**src/rtl/core/box_mean_filter_2d_unit_macros.svh**
```systemverilog
// Assertion macros for the box mean filter block.
`ifndef BOX_MEAN_FILTER_2D_UNIT_MACROS_SVH
`define BOX_MEAN_FILTER_2D_UNIT_MACROS_SVH
`ifndef SYNTH
// Same-cycle implication, sampled on clk, off while rst is high.
`define BMF2D_ASSERT_IMPL(lbl, ante, cons) \
  lbl: assert property (@(posedge clk) disable iff (rst) (ante) |-> (cons)) \
    else $error("box mean filter: assertion failed");
// Next-cycle implication.
`define BMF2D_ASSERT_NEXT(lbl, ante, cons) \
  lbl: assert property (@(posedge clk) disable iff (rst) (ante) |=> (cons)) \
    else $error("box mean filter: assertion failed");
`else
`define BMF2D_ASSERT_IMPL(lbl, ante, cons)
`define BMF2D_ASSERT_NEXT(lbl, ante, cons)
`endif
`endif

```
**src/rtl/core/bmf2d_pkg.sv**
```systemverilog
// Shared types and constants of the box mean filter.
package bmf2d_pkg;

  localparam int COL_DEPTH = 15;  // column sums kept for the widest window

  localparam logic [1:0] REG_KERNEL = 2'd0;
  localparam logic [1:0] REG_WIDTH  = 2'd1;
  localparam logic [1:0] REG_HEIGHT = 2'd2;

  typedef struct packed {
    logic       operation;
    logic [7:0] pixel;
  } in_item_t;

  typedef struct packed {
    logic [7:0] mean_value;
    logic       last_of_run;
    logic       end_of_frame;
  } out_item_t;

  typedef enum logic [2:0] {
    S_IDLE,
    S_READ,
    S_ACC,
    S_SHIFT,
    S_DIV,
    S_PUSH,
    S_STEP
  } state_t;

  typedef struct packed {
    logic load;      // take input item
    logic rd_issue;  // read one line store row
    logic rd_acc;    // add the read sample to the column sum
    logic wr;        // store the new sample
    logic shift;     // shift a column sum into the window
    logic div_step;  // one quotient bit
    logic push;      // load the output register
    logic tail_inc;  // next right-edge zero column
    logic advance;   // step raster position
  } cmd_t;

  typedef struct packed {
    logic rd_go;
    logic emit_now;
    logic div_last;
    logic out_free;
    logic tail_more;
  } status_t;

endpackage

```
**src/rtl/core/bmf2d_ctrl.sv**
```systemverilog
// Sequencer of the box mean filter.
module bmf2d_ctrl import bmf2d_pkg::*; (
  input  logic    clk,
  input  logic    rst,
  input  logic    in_valid,
  output logic    in_stall,
  input  status_t st,
  output cmd_t    cmd
);

  state_t state, state_next;

  always_ff @(posedge clk) begin
    if (rst) begin
      state <= S_IDLE;
    end else begin
      state <= state_next;
    end
  end

  always_comb begin
    state_next = state;
    cmd        = '0;
    in_stall   = (state != S_IDLE);
    case (state)
      S_IDLE: begin
        if (in_valid) begin
          cmd.load   = 1'b1;
          state_next = S_READ;
        end
      end
      S_READ: begin
        if (st.rd_go) begin
          cmd.rd_issue = 1'b1;
          state_next   = S_ACC;
        end else begin
          cmd.wr     = 1'b1;
          state_next = S_SHIFT;
        end
      end
      S_ACC: begin
        cmd.rd_acc = 1'b1;
        state_next = S_READ;
      end
      S_SHIFT: begin
        cmd.shift  = 1'b1;
        state_next = st.emit_now ? S_DIV : S_STEP;
      end
      S_DIV: begin
        cmd.div_step = 1'b1;
        if (st.div_last) begin
          state_next = S_PUSH;
        end
      end
      S_PUSH: begin
        if (st.out_free) begin
          cmd.push   = 1'b1;
          state_next = S_STEP;
        end
      end
      S_STEP: begin
        if (st.tail_more) begin
          cmd.tail_inc = 1'b1;
          state_next   = S_SHIFT;
        end else begin
          cmd.advance = 1'b1;
          state_next  = S_IDLE;
        end
      end
      default: begin
        state_next = S_IDLE;
      end
    endcase
  end

endmodule

```
**config.mk**
```make
export PLATFORM = sky130hd
export DESIGN_NAME = bmf2d_ctrl
export DESIGN_NICKNAME = d
export VERILOG_FILES = /design/src/rtl/core/box_mean_filter_2d_unit_macros.svh /design/src/rtl/core/bmf2d_pkg.sv /design/src/rtl/core/bmf2d_ctrl.sv
export SDC_FILE = /design/constraint.sdc
export NUM_CORES = 1
export LEC_CHECK = 0
export BUFFER_PORTS_ARGS = -buffer_cell sky130_fd_sc_hd__buf_2
export CAP_MARGIN = 20
export CORE_AREA = 5 5 42 44
export CTS_BUF_LIST = sky130_fd_sc_hd__clkbuf_8
export DETAILED_ROUTE_END_ITERATION = 8
export DIE_AREA = 0 0 47 49
export SLEW_MARGIN = 20
export SYNTH_ARGS = -nofsm -noshare
export SYNTH_HDL_FRONTEND = slang
export SYNTH_SLANG_ARGS = --single-unit
```
**constraint.sdc**
```tcl
create_clock -name clk -period 2.03 [get_ports clk]
set_input_delay 0.1015 -clock clk [delete_from_list [all_inputs] [get_ports clk]]
set_output_delay 0.1015 -clock clk [all_outputs]
set_load 0.005 [all_outputs]
```
==> run_results.csv <==
group,metric,value,unit
run_status,status,"complete, no violations",
global_routing,grt_max_degree,16,
clocking,insertion_delay,0.21,ns
global_routing,top_usage_layer,"met1",
place,placed_area,360.3,µm²
layout,design_area,405.4,µm²
synthesis,synth_xor_xnor_area_share,0,
sta,slew_headroom,0.7068,
synthesis,yosysSeqAreaShare,0.2222,
clocking,clkTransAtPathRegs,0.03,ns
pwr,p_leak,0.2073,nW
synthesis,synth_area,270.3,µm²
place,port-buffer-count,17,
flow_run,cap_violations,0,
clocking,ctsHoldBuffers,0,
layout,regMostFlops,"state",
sta,rsz0062_at_grt,"false",
layout,area_growth,50.00,%
worst_setup_path,endpoint_kind,"register",
layout,nNetsFinal,60,
layout,drive_gt1_frac,0.4314,
sta,setup_violations,0,
sta,drv_slew,0,
synthesis,syn_inst,33,
pwr,design_power_total,291.5,µW
floorplanning,die_h,49,µm
pwr,pwr-share-seq,0.271,
synthesis,synth-adder-area-share,0,
synthesis,synth_compound_area_frac,0.2315,
pwr,p_switching,69.31,µW
synthesis,synth_top_family_by_area,"simple AND/OR/NAND/NOR gates",
floorplanning,core_area,1401,µm²
global_routing,grt_pass1_wl,1.117,mm
global_routing,antenna_found_initial,0,
pwr,switching_share,0.2378,
worst_setup_path,slowest_delay,0.55,ns
clocking,cts.sinks,3,
worst_setup_path,crit_type,"reg2reg",
global_routing,use_met2,0.07692,
synthesis,ys_ff_latch,3,
drt,wl_per_cell,10.73,µm
clocking,cts.path.max_buffers,2,
worst_setup_path,slowest_stage,"dfxtp_1",
worst_setup_path,startpoint_type,"register",
layout,largest_reg_flops,3,
drt,drc,0,
pwr,power_frac_clock,0.560,
sta,hold_viol,0,
pwr,ir_drop,0.3954,mV
drt,first_pass_iters,1,
clocking,cts_tree,"yes",
drt,dr_total_vias,305,
global_routing,grt_usage,0.06474,
worst_setup_path,cp_top_family,"flip-flops",
clocking,cts_max_level,1,
sta,skew,0.002900,ns
synthesis,yosysWarnings,0,
layout,num_antenna_cells,0,
sta,fmax,698.3,MHz
layout,reg.largest.list,"state x3",
clocking,cts_resized,0,
sta,period_minus_slack,1.432,ns
worst_setup_path,crit_fanout,14,
sta,worstMarginPinSlew,0.4392,ns
drt,ant_nets,0,
global_routing,met3_usage,0.03690,
pwr,intPower,222.2,µW
floorplanning,initial_core_util,0.1929,
clocking,postCtsSetupBuffers,0,
global_routing,first_global_vias,274,
synthesis,synth-simple-area-share,0.4213,
drt,vias_per_cell,4.552,
worst_setup_path,cp_num_buf_inv,0,
clocking,numCtsBuffers,3,
sta,worst_slack,0.5979,ns
synthesis,syn_nets,41,
worst_setup_path,arrival,1.52,ns
place,hpwl,531,µm
worst_setup_path,path_cells,"mux2_1 > o32ai_2 > o41ai_2",
pwr,power_density,719.0,nW/µm²
worst_hold_path,min_path_type,"in2reg",
worst_setup_path,cp.required,2.12,ns
pwr,comb_power_share,0.168,
synthesis,syn_avg_cell_area,8.190,µm²
sta,whs,0.1144,ns
drt,wirelength,719,µm
synthesis,muxShareOfSynthArea,0.04167,
synthesis,synth_cell_types,21,
global_routing,overflow,0,
sta,finalSetupTns,0,ns
drt,drt_iter0_drc,0,
place,dp_slack,0.5833,ns
floorplanning,io_pins,18,
place,gp_congestion,0.7129,
floorplanning,fp.dieArea,2303,µm²
sta,finalCritPeriodShare,0.7055,
clocking,clockRootBuffer,"clkbuf_8",
floorplanning,dieWidth,47,µm
floorplanning,rows,14,
global_routing,use_met1,0.09211,
cell usage in the layout (no fill, tap or decap):
master | Yosys | final
o21ai_0 | 1 | 1
o41ai_2 | 1 | 1
nor3_1 | 2 | 2
buf_2 | 3 | 17
nand3b_1 | 1 | 1
clkbuf_8 | 0 | 3
o21a_1 | 2 | 2
nor2_1 | 2 | 2
nand2b_1 | 1 | 1
a21oi_1 | 2 | 2
nor2b_1 | 2 | 2
mux2_1 | 1 | 1
nor4bb_1 | 1 | 1
o32ai_2 | 1 | 1
or3_1 | 1 | 1
inv_1 | 2 | 3
and4b_1 | 2 | 2
dfxtp_1 | 3 | 3
nor3b_1 | 1 | 1
or4b_1 | 1 | 1
nand2_1 | 2 | 2
nor4b_1 | 1 | 1
power groups by stage:
stage | sequential (mW) | combinational [mW] | clock [mW]
after detailed placement | 0.0799 | 0.0501 | 0
after global placement | 0.0788 | 0.0498 | 0
after global routing | 0.0812 | 0.0543 | 0.176
after floorplan | 0.0689 | 0.0387 | 0
after CTS | 0.0790 | 0.0504 | 0.170
final | 0.0791 | 0.0491 | 0.163
worst paths after layout:
path	start	end	cells after the start	slack, ns
hold / removal	rst	state[2]$_SDFFE_PP0P_	2	0.11
setup / recovery	state[2]$_SDFFE_PP0P_	state[0]$_SDFFE_PP0P_	3	0.60
setup reg to reg	state[2]$_SDFFE_PP0P_	state[0]$_SDFFE_PP0P_	3	0.60
hold reg to reg	state[1]$_SDFFE_PP0P_	state[2]$_SDFFE_PP0P_	2	0.70
cell usage after synthesis:
master	count	area share
inv_1	2	0.028
o32ai_2	1	0.060
o41ai_2	1	0.060
dfxtp_1	3	0.22
nor3_1	2	0.037
o21ai_0	1	0.019
nor2_1	2	0.028
or4b_1	1	0.037
buf_2	3	0.056
o21a_1	2	0.056
nand2_1	2	0.028
or3_1	1	0.023
nor4b_1	1	0.032
nor3b_1	1	0.028
nor4bb_1	1	0.037
nor2b_1	2	0.046
nand2b_1	1	0.023
and4b_1	2	0.074
nand3b_1	1	0.028
a21oi_1	2	0.037
mux2_1	1	0.042
final cells by class:
cell class | count | area (µm²)
fillers | 172 | 996.0
multi-input cells | 25 | 187.7
repair buffers | 17 | 85.08
flip-flops and latches | 3 | 60.06
clock buffers | 3 | 41.29
well taps | 16 | 20.02
inverters | 2 | 7.507
clock inverters | 1 | 3.754
per-stage QoR:
stage | std cells | util
after floorplan | 33 | -
after CTS | 67 | 0.2893
final | 67 | 0.2893
after global routing | 67 | 0.2893
after detailed placement | 63 | 0.2571
after global placement | 63 | 0.2571
metal layers:
layer	share of wire	wire length [µm]	vias to the layer above
li1	-	-	159
met4	0	0	0
met5	0	0	-
met2	0.39	277	15
met1	0.48	344	131
met3	0.13	96	0
logic make-up (layout without fill, tap and decap cells):
| kind of cell | after synthesis | count (layout) |
|---|---|---|
| buf+inv | 5 | 23 |
| mux | 1 | 1 |
| simple gates | 17 | 17 |
| compound gates | 7 | 7 |
| flops | 3 | 3 |
worst reg2reg max path, delay by kind of cell (launching register included):
kind	cells	cell delay, ns
compound gates	2	0.38
flops	1	0.55
mux	1	0.38
No activity file was read; power rests on OpenSTA's default activity.
